### src/rtl/adsr_envelope_gain_macros.svh
// Assertion macros shared by the envelope gain RTL.
`ifndef ADSR_ENVELOPE_GAIN_MACROS_SVH
`define ADSR_ENVELOPE_GAIN_MACROS_SVH

// Same-cycle implication, checked on every rising edge outside reset.
`define ADSR_ASSERT_NOW(lbl, ante, cons, msg) \
  lbl: assert property (@(posedge clk) disable iff (!rst_n) (ante) |-> (cons)) \
    else $error(msg);

// Next-cycle implication, checked on every rising edge outside reset.
`define ADSR_ASSERT_NEXT(lbl, ante, cons, msg) \
  lbl: assert property (@(posedge clk) disable iff (!rst_n) (ante) |=> (cons)) \
    else $error(msg);

`endif

### src/rtl/adsr_pkg.sv
// Shared constants and types for the ADSR envelope gain block.
`timescale 1ns / 1ps
`default_nettype none

package adsr_pkg;

  // Default widths of the audio sample and of the time registers.
  localparam int SAMPLE_WIDTH_DEF = 16;
  localparam int TIME_WIDTH_DEF   = 20;

  // Gain levels are unsigned Q1.15.
  localparam int GAIN_WIDTH = 16;
  localparam int FRAC_BITS  = 15;

  // The divider produces one quotient bit per step.
  localparam int QUO_STEPS      = GAIN_WIDTH;
  localparam int STEP_CNT_WIDTH = $clog2(QUO_STEPS);

  // Configuration register indexes.
  localparam int CFG_INDEX_WIDTH = 3;
  localparam logic [CFG_INDEX_WIDTH-1:0] CFG_ATTACK_SAMPLES  = 3'd0;
  localparam logic [CFG_INDEX_WIDTH-1:0] CFG_ATTACK_LEVEL    = 3'd1;
  localparam logic [CFG_INDEX_WIDTH-1:0] CFG_DECAY_SAMPLES   = 3'd2;
  localparam logic [CFG_INDEX_WIDTH-1:0] CFG_SUSTAIN_LEVEL   = 3'd3;
  localparam logic [CFG_INDEX_WIDTH-1:0] CFG_RELEASE_SAMPLES = 3'd4;

  // Configuration reset values.
  localparam int RST_ATTACK_SAMPLES  = 480;
  localparam int RST_ATTACK_LEVEL    = 32768;
  localparam int RST_DECAY_SAMPLES   = 4800;
  localparam int RST_SUSTAIN_LEVEL   = 32768;
  localparam int RST_RELEASE_SAMPLES = 9600;

  // Operation codes of an input item.
  localparam logic [1:0] OP_SAMPLE   = 2'd0;
  localparam logic [1:0] OP_NOTE_ON  = 2'd1;
  localparam logic [1:0] OP_NOTE_OFF = 2'd2;

  // Divider status seen by the sequencer.
  typedef struct packed {
    logic busy;
    logic done;
  } div_stat_t;

endpackage

`default_nettype wire

### src/rtl/adsr_envelope_gain.sv
// Top level of the ADSR envelope gain block: sequencer, shared multiplier and divider, and state.
// A sample item passes the states PHASE, MUL, DIVST, DIVW, SCALE and SAT when a division is
// needed (attack, decay or release); in sustain or silence DIVW is skipped.
// The 16-step shared divider sets the wait in DIVW; the next item transfers only once
// the sequencer is back in idle. Note items give no result. Output waits in a register.
// Synchronous active-low reset sets the configuration defaults and gate closed.
`timescale 1ns / 1ps
`default_nettype none
`include "adsr_envelope_gain_macros.svh"

module adsr_envelope_gain #(
  parameter int SAMPLE_WIDTH = adsr_pkg::SAMPLE_WIDTH_DEF,
  parameter int TIME_WIDTH   = adsr_pkg::TIME_WIDTH_DEF
) (
  input  wire logic                                   clk,
  input  wire logic                                   rst_n,
  // Input channel
  input  wire logic                                   in_valid,
  output logic                                        in_stall,
  input  wire logic [1:0]                             in_operation,
  input  wire logic signed [SAMPLE_WIDTH-1:0]         in_sample_in,
  // Result channel
  output logic                                        out_valid,
  input  wire logic                                   out_stall,
  output logic signed [SAMPLE_WIDTH-1:0]              out_sample_out,
  output logic [adsr_pkg::GAIN_WIDTH-1:0]             out_gain,
  output logic                                        out_gate_open,
  // Configuration write channel
  input  wire logic                                   cfg_valid,
  output logic                                        cfg_ready,
  input  wire logic [adsr_pkg::CFG_INDEX_WIDTH-1:0]   cfg_index,
  input  wire logic [((TIME_WIDTH > adsr_pkg::GAIN_WIDTH) ?
                      TIME_WIDTH : adsr_pkg::GAIN_WIDTH)-1:0] cfg_data
);
  import adsr_pkg::*;

  localparam int CFG_WIDTH = (TIME_WIDTH > GAIN_WIDTH) ? TIME_WIDTH : GAIN_WIDTH;
  localparam int EW = TIME_WIDTH + 1;
  localparam int NW = EW + GAIN_WIDTH;
  localparam int MA = ((EW > SAMPLE_WIDTH) ? EW : SAMPLE_WIDTH) + 1;
  localparam int MB = GAIN_WIDTH + 1;
  localparam int PW = MA + MB;
  localparam int QW = SAMPLE_WIDTH + 2;

  // Sequencer states.
  localparam logic [2:0] S_IDLE  = 3'd0;
  localparam logic [2:0] S_PHASE = 3'd1;
  localparam logic [2:0] S_MUL   = 3'd2;
  localparam logic [2:0] S_DIVST = 3'd3;
  localparam logic [2:0] S_DIVW  = 3'd4;
  localparam logic [2:0] S_SCALE = 3'd5;
  localparam logic [2:0] S_SAT   = 3'd6;

  logic [TIME_WIDTH-1:0] attack_samples;
  logic [GAIN_WIDTH-1:0] attack_level;
  logic [TIME_WIDTH-1:0] decay_samples;
  logic [GAIN_WIDTH-1:0] sustain_level;
  logic [TIME_WIDTH-1:0] release_samples;

  logic [2:0]                     state_r;
  logic                           gate_r;
  logic [EW-1:0]                  elapsed_r;
  logic [TIME_WIDTH-1:0]          release_r;
  logic [GAIN_WIDTH-1:0]          held_r;
  logic signed [SAMPLE_WIDTH-1:0] x_r;
  logic                           lt_attack_r;
  logic [EW-1:0]                  diff_r;
  logic [TIME_WIDTH-1:0]          rclamp_r;
  logic                           skip_r;
  logic                           neg_r;
  logic [GAIN_WIDTH-1:0]          base_r;
  logic [TIME_WIDTH-1:0]          den_r;
  logic signed [PW-1:0]           prod_r;
  logic [GAIN_WIDTH-1:0]          gain_r;
  logic                           out_valid_r;
  logic signed [SAMPLE_WIDTH-1:0] out_sample_r;
  logic [GAIN_WIDTH-1:0]          out_gain_r;
  logic                           out_gate_r;

  logic                           in_xfer;
  logic                           out_free;
  logic                           decay_on;
  logic [TIME_WIDTH-1:0]          decay_left;
  logic                           a_ge_s;
  logic [GAIN_WIDTH-1:0]          level_span;
  logic                           rel_on;
  logic [EW-1:0]                  mul_a_u;
  logic [GAIN_WIDTH-1:0]          mul_b_u;
  logic [TIME_WIDTH-1:0]          den_nxt;
  logic [GAIN_WIDTH-1:0]          base_nxt;
  logic                           neg_nxt;
  logic                           skip_nxt;
  logic signed [MA-1:0]           mul_a;
  logic signed [MB-1:0]           mul_b;
  logic signed [PW-1:0]           prod;
  logic                           div_start;
  logic [GAIN_WIDTH-1:0]          div_quo;
  div_stat_t                      div_stat;
  logic [QW-1:0]                  scaled;
  logic                           sat_ok;
  logic signed [SAMPLE_WIDTH-1:0] sat_val;

  // Configuration registers; writes are always taken.
  assign cfg_ready = 1'b1;

  adsr_cfg #(
    .TIME_WIDTH (TIME_WIDTH),
    .CFG_WIDTH  (CFG_WIDTH)
  ) u_cfg (
    .clk             (clk),
    .rst_n           (rst_n),
    .wr_en           (cfg_valid && cfg_ready),
    .wr_index        (cfg_index),
    .wr_data         (cfg_data),
    .attack_samples  (attack_samples),
    .attack_level    (attack_level),
    .decay_samples   (decay_samples),
    .sustain_level   (sustain_level),
    .release_samples (release_samples)
  );

  // Handshake status.
  assign in_stall = (state_r != S_IDLE);
  assign in_xfer  = in_valid && !in_stall;
  assign out_free = !out_valid_r || !out_stall;

  // Phase decode from the registered comparisons of the previous state.
  assign decay_on   = diff_r < EW'(decay_samples);
  assign decay_left = decay_samples - diff_r[TIME_WIDTH-1:0];
  assign a_ge_s     = attack_level >= sustain_level;
  assign level_span = a_ge_s ? (attack_level - sustain_level)
                             : (sustain_level - attack_level);
  assign rel_on     = (release_r != '0) && (release_samples != '0);

  always_comb begin
    mul_a_u  = '0;
    mul_b_u  = '0;
    den_nxt  = release_samples;
    base_nxt = '0;
    neg_nxt  = 1'b0;
    skip_nxt = 1'b1;
    priority if (gate_r && lt_attack_r) begin
      mul_a_u  = elapsed_r;
      mul_b_u  = attack_level;
      den_nxt  = attack_samples;
      skip_nxt = 1'b0;
    end else if (gate_r && decay_on) begin
      mul_a_u  = EW'(decay_left);
      mul_b_u  = level_span;
      den_nxt  = decay_samples;
      base_nxt = sustain_level;
      neg_nxt  = !a_ge_s;
      skip_nxt = 1'b0;
    end else if (gate_r) begin
      base_nxt = sustain_level;
    end else if (rel_on) begin
      mul_a_u  = EW'(rclamp_r);
      mul_b_u  = held_r;
      skip_nxt = 1'b0;
    end else begin
      base_nxt = '0;
    end
  end

  // Shared multiplier: phase product, then sample times gain.
  assign mul_a = (state_r == S_SCALE) ? MA'(x_r) : $signed(MA'(mul_a_u));
  assign mul_b = (state_r == S_SCALE) ? $signed({1'b0, gain_r}) : $signed({1'b0, mul_b_u});
  assign prod  = PW'(mul_a * mul_b);

  // Shared divider for the ramp quotients.
  assign div_start = (state_r == S_DIVST) && !skip_r;

  adsr_div #(
    .NUM_WIDTH (NW),
    .DEN_WIDTH (TIME_WIDTH)
  ) u_div (
    .clk   (clk),
    .rst_n (rst_n),
    .start (div_start),
    .num   (prod_r[NW-1:0]),
    .den   (den_r),
    .quo   (div_quo),
    .stat  (div_stat)
  );

  // Floor shift by the fraction bits, then saturation to the sample range.
  assign scaled  = prod_r[SAMPLE_WIDTH+FRAC_BITS+1:FRAC_BITS];
  assign sat_ok  = (scaled[QW-1:SAMPLE_WIDTH-1] == '0) ||
                   (scaled[QW-1:SAMPLE_WIDTH-1] == '1);
  assign sat_val = sat_ok ? $signed(scaled[SAMPLE_WIDTH-1:0]) :
                   scaled[QW-1] ? $signed({1'b1, {(SAMPLE_WIDTH-1){1'b0}}}) :
                                  $signed({1'b0, {(SAMPLE_WIDTH-1){1'b1}}});

  // Sequencer, envelope state and output register.
  always_ff @(posedge clk) begin
    if (!rst_n) begin
      state_r     <= S_IDLE;
      gate_r      <= 1'b0;
      elapsed_r   <= '0;
      release_r   <= '0;
      held_r      <= '0;
      out_valid_r <= 1'b0;
    end else begin
      if (out_valid_r && !out_stall) begin
        out_valid_r <= 1'b0;
      end
      unique case (state_r)
        S_IDLE: begin
          if (in_xfer) begin
            unique case (in_operation)
              OP_NOTE_ON: begin
                elapsed_r <= '0;
                gate_r    <= 1'b1;
              end
              OP_NOTE_OFF: begin
                gate_r    <= 1'b0;
                release_r <= release_samples;
              end
              OP_SAMPLE: begin
                x_r     <= in_sample_in;
                state_r <= S_PHASE;
              end
              default: begin
              end
            endcase
          end
        end
        S_PHASE: begin
          lt_attack_r <= elapsed_r < EW'(attack_samples);
          diff_r      <= elapsed_r - EW'(attack_samples);
          rclamp_r    <= (release_r > release_samples) ? release_samples : release_r;
          state_r     <= S_MUL;
        end
        S_MUL: begin
          prod_r  <= prod;
          den_r   <= den_nxt;
          base_r  <= base_nxt;
          neg_r   <= neg_nxt;
          skip_r  <= skip_nxt;
          state_r <= S_DIVST;
        end
        S_DIVST: begin
          if (skip_r) begin
            gain_r  <= base_r;
            state_r <= S_SCALE;
          end else begin
            state_r <= S_DIVW;
          end
        end
        S_DIVW: begin
          if (div_stat.done) begin
            gain_r  <= neg_r ? (base_r - div_quo) : (base_r + div_quo);
            state_r <= S_SCALE;
          end
        end
        S_SCALE: begin
          prod_r  <= prod;
          state_r <= S_SAT;
        end
        S_SAT: begin
          if (out_free) begin
            out_valid_r  <= 1'b1;
            out_sample_r <= sat_val;
            out_gain_r   <= gain_r;
            out_gate_r   <= gate_r;
            if (gate_r) begin
              held_r <= gain_r;
              if (elapsed_r != '1) begin
                elapsed_r <= elapsed_r + 1'b1;
              end
            end else if (release_r != '0) begin
              release_r <= release_r - 1'b1;
            end
            state_r <= S_IDLE;
          end
        end
        default: begin
          state_r <= S_IDLE;
        end
      endcase
    end
  end

  assign out_valid      = out_valid_r;
  assign out_sample_out = out_sample_r;
  assign out_gain       = out_gain_r;
  assign out_gate_open  = out_gate_r;

  // Checks on the envelope and the sequencing.
  `ADSR_ASSERT_NOW(a_release_bound, out_valid_r && !out_gate_r, out_gain_r <= held_r,
                   "release gain above held gain")
  `ADSR_ASSERT_NOW(a_zero_gain_silent, out_valid_r && (out_gain_r == '0),
                   out_sample_r == '0, "zero gain with non-zero sample")
  `ADSR_ASSERT_NOW(a_div_done_waited, div_stat.done, state_r == S_DIVW,
                   "quotient ready outside the wait state")

endmodule

`default_nettype wire

### src/rtl/adsr_cfg.sv
// Configuration register file of the ADSR envelope gain block.
`timescale 1ns / 1ps
`default_nettype none

module adsr_cfg #(
  parameter int TIME_WIDTH = adsr_pkg::TIME_WIDTH_DEF,
  parameter int CFG_WIDTH  = adsr_pkg::TIME_WIDTH_DEF
) (
  input  wire logic                                clk,
  input  wire logic                                rst_n,
  input  wire logic                                wr_en,
  input  wire logic [adsr_pkg::CFG_INDEX_WIDTH-1:0] wr_index,
  input  wire logic [CFG_WIDTH-1:0]                wr_data,
  output logic [TIME_WIDTH-1:0]                    attack_samples,
  output logic [adsr_pkg::GAIN_WIDTH-1:0]          attack_level,
  output logic [TIME_WIDTH-1:0]                    decay_samples,
  output logic [adsr_pkg::GAIN_WIDTH-1:0]          sustain_level,
  output logic [TIME_WIDTH-1:0]                    release_samples
);
  import adsr_pkg::*;

  logic [TIME_WIDTH-1:0] attack_samples_r;
  logic [GAIN_WIDTH-1:0] attack_level_r;
  logic [TIME_WIDTH-1:0] decay_samples_r;
  logic [GAIN_WIDTH-1:0] sustain_level_r;
  logic [TIME_WIDTH-1:0] release_samples_r;

  // Write decode; an index beyond the register list is dropped.
  always_ff @(posedge clk) begin
    if (!rst_n) begin
      attack_samples_r  <= TIME_WIDTH'(RST_ATTACK_SAMPLES);
      attack_level_r    <= GAIN_WIDTH'(RST_ATTACK_LEVEL);
      decay_samples_r   <= TIME_WIDTH'(RST_DECAY_SAMPLES);
      sustain_level_r   <= GAIN_WIDTH'(RST_SUSTAIN_LEVEL);
      release_samples_r <= TIME_WIDTH'(RST_RELEASE_SAMPLES);
    end else if (wr_en) begin
      unique case (wr_index)
        CFG_ATTACK_SAMPLES:  attack_samples_r  <= wr_data[TIME_WIDTH-1:0];
        CFG_ATTACK_LEVEL:    attack_level_r    <= wr_data[GAIN_WIDTH-1:0];
        CFG_DECAY_SAMPLES:   decay_samples_r   <= wr_data[TIME_WIDTH-1:0];
        CFG_SUSTAIN_LEVEL:   sustain_level_r   <= wr_data[GAIN_WIDTH-1:0];
        CFG_RELEASE_SAMPLES: release_samples_r <= wr_data[TIME_WIDTH-1:0];
        default: begin
        end
      endcase
    end
  end

  assign attack_samples  = attack_samples_r;
  assign attack_level    = attack_level_r;
  assign decay_samples   = decay_samples_r;
  assign sustain_level   = sustain_level_r;
  assign release_samples = release_samples_r;

endmodule

`default_nettype wire

### src/rtl/adsr_div.sv
// Iterative restoring divider giving a 16-bit quotient, one bit per cycle.
`timescale 1ns / 1ps
`default_nettype none
`include "adsr_envelope_gain_macros.svh"

module adsr_div #(
  parameter int NUM_WIDTH = adsr_pkg::TIME_WIDTH_DEF + adsr_pkg::GAIN_WIDTH + 1,
  parameter int DEN_WIDTH = adsr_pkg::TIME_WIDTH_DEF
) (
  input  wire logic                       clk,
  input  wire logic                       rst_n,
  input  wire logic                       start,
  input  wire logic [NUM_WIDTH-1:0]       num,
  input  wire logic [DEN_WIDTH-1:0]       den,
  output logic [adsr_pkg::GAIN_WIDTH-1:0] quo,
  output adsr_pkg::div_stat_t             stat
);
  import adsr_pkg::*;

  logic [NUM_WIDTH-1:0]      rem_r;
  logic [NUM_WIDTH-1:0]      dsh_r;
  logic [GAIN_WIDTH-1:0]     quo_r;
  logic [STEP_CNT_WIDTH-1:0] cnt_r;
  logic                      busy_r;
  logic                      done_r;
  logic [NUM_WIDTH:0]        trial;
  logic                      fits;

  // The one subtractor: trial remainder against the shifted divisor.
  assign trial = {1'b0, rem_r} - {1'b0, dsh_r};
  assign fits  = !trial[NUM_WIDTH];

  // Control: a start loads the operands, then sixteen steps follow.
  always_ff @(posedge clk) begin
    if (!rst_n) begin
      busy_r <= 1'b0;
      done_r <= 1'b0;
      cnt_r  <= '0;
    end else begin
      done_r <= 1'b0;
      if (start) begin
        busy_r <= 1'b1;
        cnt_r  <= '0;
      end else if (busy_r) begin
        cnt_r <= cnt_r + 1'b1;
        if (cnt_r == STEP_CNT_WIDTH'(QUO_STEPS - 1)) begin
          busy_r <= 1'b0;
          done_r <= 1'b1;
        end
      end
    end
  end

  // Datapath: the quotient is known to fit in sixteen bits.
  always_ff @(posedge clk) begin
    if (start) begin
      rem_r <= num;
      dsh_r <= NUM_WIDTH'({den, {(QUO_STEPS-1){1'b0}}});
      quo_r <= '0;
    end else if (busy_r) begin
      if (fits) begin
        rem_r <= trial[NUM_WIDTH-1:0];
      end
      dsh_r <= dsh_r >> 1;
      quo_r <= {quo_r[GAIN_WIDTH-2:0], fits};
    end
  end

  assign quo       = quo_r;
  assign stat.busy = busy_r;
  assign stat.done = done_r;

  // Checks on the step sequencing.
  `ADSR_ASSERT_NEXT(a_start_busy, start, busy_r, "divider not busy after start")
  `ADSR_ASSERT_NOW(a_done_not_busy, done_r, !busy_r, "divider done while still busy")
  `ADSR_ASSERT_NOW(a_done_after_step, done_r, $past(busy_r), "divider done without a step")

endmodule

`default_nettype wire
### config.mk
export PLATFORM = sky130hd
export DESIGN_NAME = adsr_envelope_gain
export DESIGN_NICKNAME = d
export VERILOG_FILES = /design/src/rtl/adsr_pkg.sv /design/src/rtl/adsr_envelope_gain.sv /design/src/rtl/adsr_cfg.sv /design/src/rtl/adsr_div.sv
export VERILOG_INCLUDE_DIRS = /design/src /design/src/rtl
export SDC_FILE = /design/constraint.sdc
export NUM_CORES = 2
export LEC_CHECK = 0
export ABC_AREA = 1
export BUFFER_PORTS_ARGS = -buffer_cell sky130_fd_sc_hd__buf_2
export CAP_MARGIN = 40
export CORE_MARGIN = 4
export CORE_UTILIZATION = 49
export DETAILED_ROUTE_END_ITERATION = 10
export PLACE_DENSITY = 0.71
export SLEW_MARGIN = 20
export SYNTH_ARGS = -nofsm -noshare
export SYNTH_HDL_FRONTEND = slang
export SYNTH_SLANG_ARGS = --single-unit
export TNS_END_PERCENT = 5
### constraint.sdc
create_clock -name clk -period 6.7 [get_ports clk]
set_clock_uncertainty 0.1 [all_clocks]
set_input_delay 0.67 -clock clk [delete_from_list [all_inputs] [get_ports clk]]
set_output_delay 0.67 -clock clk [all_outputs]
set_load 0.01 [all_outputs]
==> results.py <==
metrics = {
    "power_and_ir_drop": {
        "ir_drop_mv": 0.1887,
        "powerDensity_nw_per_um2": 298.8,
        "p_seq_share_pct": 23.1,
        "switching_share_pct": 44.06,
        "intPower_mw": 8.275,
        "total_power_mw": 14.79,
        "p_clk_share_pct": 20.4,
        "combPwrFrac_pct": 56.4,
        "switchingPower_mw": 6.518,
        "p_leak_nw": 23.06,
    },
    "timing": {
        "rsz0062_at_grt": "yes",
        "worst_slew_pin_slew_ns": 0.8796,
        "finalMaxSlewViolations": 0,
        "setup_ws_ns": -0.6883,
        "relSlewSlack_pct": 41.36,
        "max_freq_mhz": 135.3,
        "finalHoldViolations": 0,
        "setup-violations-final": 24,
        "min_period_ns": 7.388,
        "timing.final.crit_share_pct": 110.3,
    },
    "grt": {
        "antenna_found_initial": 9,
        "grt_pass1_vias": 37290,
        "overflow": 0,
        "grt_pass1_wl_mm": 216.3,
        "grt_usage_pct": 32.65,
        "grt_max_degree": 62,
    },
    "setup_path": {
        "crit_path_frequent_cell": "fa_1",
        "worstPathRequired_ns": 6.96,
        "crit_path_end_kind": "register",
        "crit_type": "register to register",
        "crit_slowest_cell": "fa_2",
        "crit_path_max_incr_delay_ns": 0.57,
        "critPathMaxFanout": 15,
        "worst_ep_arrival_time_ns": 7.65,
        "startpoint_type": "register",
    },
    "drt": {
        "ant_nets": 0,
        "drcViolationCount": 0,
        "routed_wl_mm": 142.1,
        "dr_total_vias": 37300,
        "drtPass1Iterations": 8,
        "drtIter0Drc": 3446,
        "post_drt_wl_per_cell_um": 20.73,
        "via_per_inst": 5.439,
    },
    "clock_network": {
        "cts_htree_levels": 2,
        "cts-root-buf": "clkbuf_16",
        "cts_hold_buf": 0,
        "cts_buffer_depth": 3,
        "cts_tree": "yes",
        "cts_buffers": 51,
        "clk_pin_slew_ns": 0.06,
        "clock-sinks": 430,
        "insertion_delay_ns": 0.65,
    },
    "logic_synthesis": {
        "yosysTopAreaCell": "edfxtp_1",
        "syn_inst": 5124,
        "synth_seq_cells": 430,
        "yosys-top-cells-area": "edfxtp_1 (18%), fa_1 (17%), nand2_1 (9.7%)",
        "ys_seq_area_share_pct": 27.51,
        "post_synth_num_cell_types": 62,
        "syn_area_um2": 39980,
        "synth_top_area_share_pct": 17.95,
        "ys_warn_count": 0,
        "synth_area_per_cell_um2": 7.803,
        "synth_nets": 5772,
    },
    "final_layout": {
        "stdcell_area_um2": 49510,
        "layout.nets": 6400,
        "area_delta_synth_final_pct": 23.83,
        "drive_gt1_share_pct": 20.81,
        "fillCellCount": 7203,
    },
    "floorplanning": {
        "pin_count": 82,
        "coreArea_um2": 80680,
        "start_util_pct": 49.56,
        "dieArea_um2": 86230,
        "dieHeight_um": 293.7,
        "rows": 104,
        "die_x_um": 293.7,
    },
    "flow_run": {
        "cap_violations": 0,
    },
    "run_status": {
        "failed_checks": "setup timing",
        "outcome": "finished, violations left",
    },
    "placement": {
        "port-buffer-count": 80,
        "routabilityCongestion": 0.9917,
        "dp_hpwl_mm": 116.4,
        "place_area_um2": 46170,
    },
    "min_path": {
        "hp-class": "primary input to register",
    },
}
critical path, delay by kind of cell (launching register included):
kind	cells	cell delay, ns
flip-flops	1	0.40
buffers and inverters	8	0.79
AO/OA/AOI/OAI	7	0.85
adder cells (fa/ha/maj)	8	3.67
AND/OR/NAND/NOR	10	1.12
XOR/XNOR	1	0.15
state kept, by name, summed over array words and instances (netlist names), 20 cells and up:
name and count:
rclamp_r 20, diff_r 21, prod_r 37, u_cfg.attack_samples 20
u_cfg.decay_samples 20, den_r 20, release_r 20, u_cfg.release_samples 20
u_div.dsh_r 35, u_div.rem_r 37, elapsed_r 21
per-stage QoR:
step / hold slack, ns / instances / utilization, % / setup TNS, ns / setup slack [ns]
after detailed placement: 0.3744 / 6711 / 57.22 / -16.54 / -0.8093
final: 0.1239 / 6858 / 61.37 / -12.52 / -0.6883
after global routing: 0.1094 / 6855 / 61.36 / -19.04 / -0.9395
after floorplan: 0.3264 / 5124 / - / -0.04113 / -0.04113
after global placement: 0.3662 / 6703 / 57.05 / -15.26 / -0.8253
after CTS: 0.09393 / 6843 / 60.69 / -10.18 / -0.5650
what timing repair did:
item                                    CTS  global route
endpoints found under the setup margin   27            28
resized for setup                       159            97
cloned                                    4             0
hold endpoints to repair                  0             0
buffers inserted                         33             8
pin swaps                                66            47
layer usage:
layer | global-route usage (%) | wire length (µm) | up-vias
met5 | 0 | 25 | -
li1 | - | - | 17640
met2 | 53.44 | 64840 | 1453
met4 | 14.86 | 7867 | 4
met3 | 5.970 | 11170 | 327
met1 | 42.43 | 58240 | 17880
layout by cell type (no fill, tap or decap), types with 21 or more instances in the layout:
cell type,synthesis,final
nand2_1,1034,995
buf_4,11,597
dfxtp_1,191,188
a21oi_2,4,24
nor2_2,28,56
clkbuf_16,0,56
a21oi_1,388,359
buf_12,0,27
nor2_1,453,418
o221ai_1,22,21
nand3b_1,22,22
ha_1,259,215
nand4_1,54,54
xnor2_1,42,42
inv_2,21,37
o31ai_1,24,24
nor3_1,55,48
edfxtp_1,239,239
buf_2,31,79
xor2_1,80,78
nand3_1,235,217
ha_4,0,42
o21ai_0,324,307
inv_1,929,903
fa_1,343,323
nand2_2,34,63
nand3_2,16,33
Yosys cell counts, drive strengths merged:
library cell  number
and3               1
xnor2             42
o22ai              2
xor2              80
conb               1
clkinv             2
a31o               1
nand2           1074
a22oi              2
o2111ai            2
buf               72
and2               2
o21a               8
nand3b            23
o21bai            17
fa               343
nand3            253
ha               259
a21o              12
inv              952
dfxtp            191
o221ai            22
clkbuf            84
edfxtp           239
o211a              1
a21boi             9
nand4             55
nor3              58
nor3b              4
a211oi             5
o221a              1
or2               16
nor2             486
a221oi             2
o31ai             24
nor4              12
o21ai            332
a31oi             22
a21oi            393
o211ai            20
kinds of logic after synthesis:
| group | synth area share, % |
|---|---|
| simple gates | 21.39 |
| compound gates | 12.05 |
| other cells | 0.009379 |
| xor+xnor | 2.672 |
| fa+ha+maj | 25.28 |
| flops | 27.51 |
| buf+inv | 11.09 |
path summary, 6_finish.rpt:
path / start / end / slack, ns / cells past startpoint
min reg2reg: u_div.quo[8] / u_div.quo[9] / 0.38 / 2
min: in_sample_in[3] / x_r[3] / 0.12 / 1
max: diff_r[11] / prod_r[26] / -0.69 / 34
max reg2reg: diff_r[11] / prod_r[26] / -0.69 / 34
power groups by stage:
stage	logic [mW]	clock network, mW	registers [mW]
6_report	8.35	3.02	3.42
5_1_grt	9.10	3.16	3.44
4_1_cts	8.00	3.06	3.42
3_5_place_dp	7.65	0	3.47
3_3_place_gp	7.53	0	3.46
2_1_floorplan	4.58	0	3.40
area by class of cell:
cell class	instances	area (µm²)	area share, %
antenna	3	7.507	0.01516
clock buffer	69	1500	3.030
clock inverter	27	321.6	0.6495
inverter	954	3625	7.321
multi-input combinational	3585	25910	52.34
sequential	430	11000	22.23
tap	1060	1326	2.679
timing repair buffer	729	5807	11.73
timing repair inverter	1	6.256	0.01264
No activity file was read; power rests on OpenSTA's default activity.
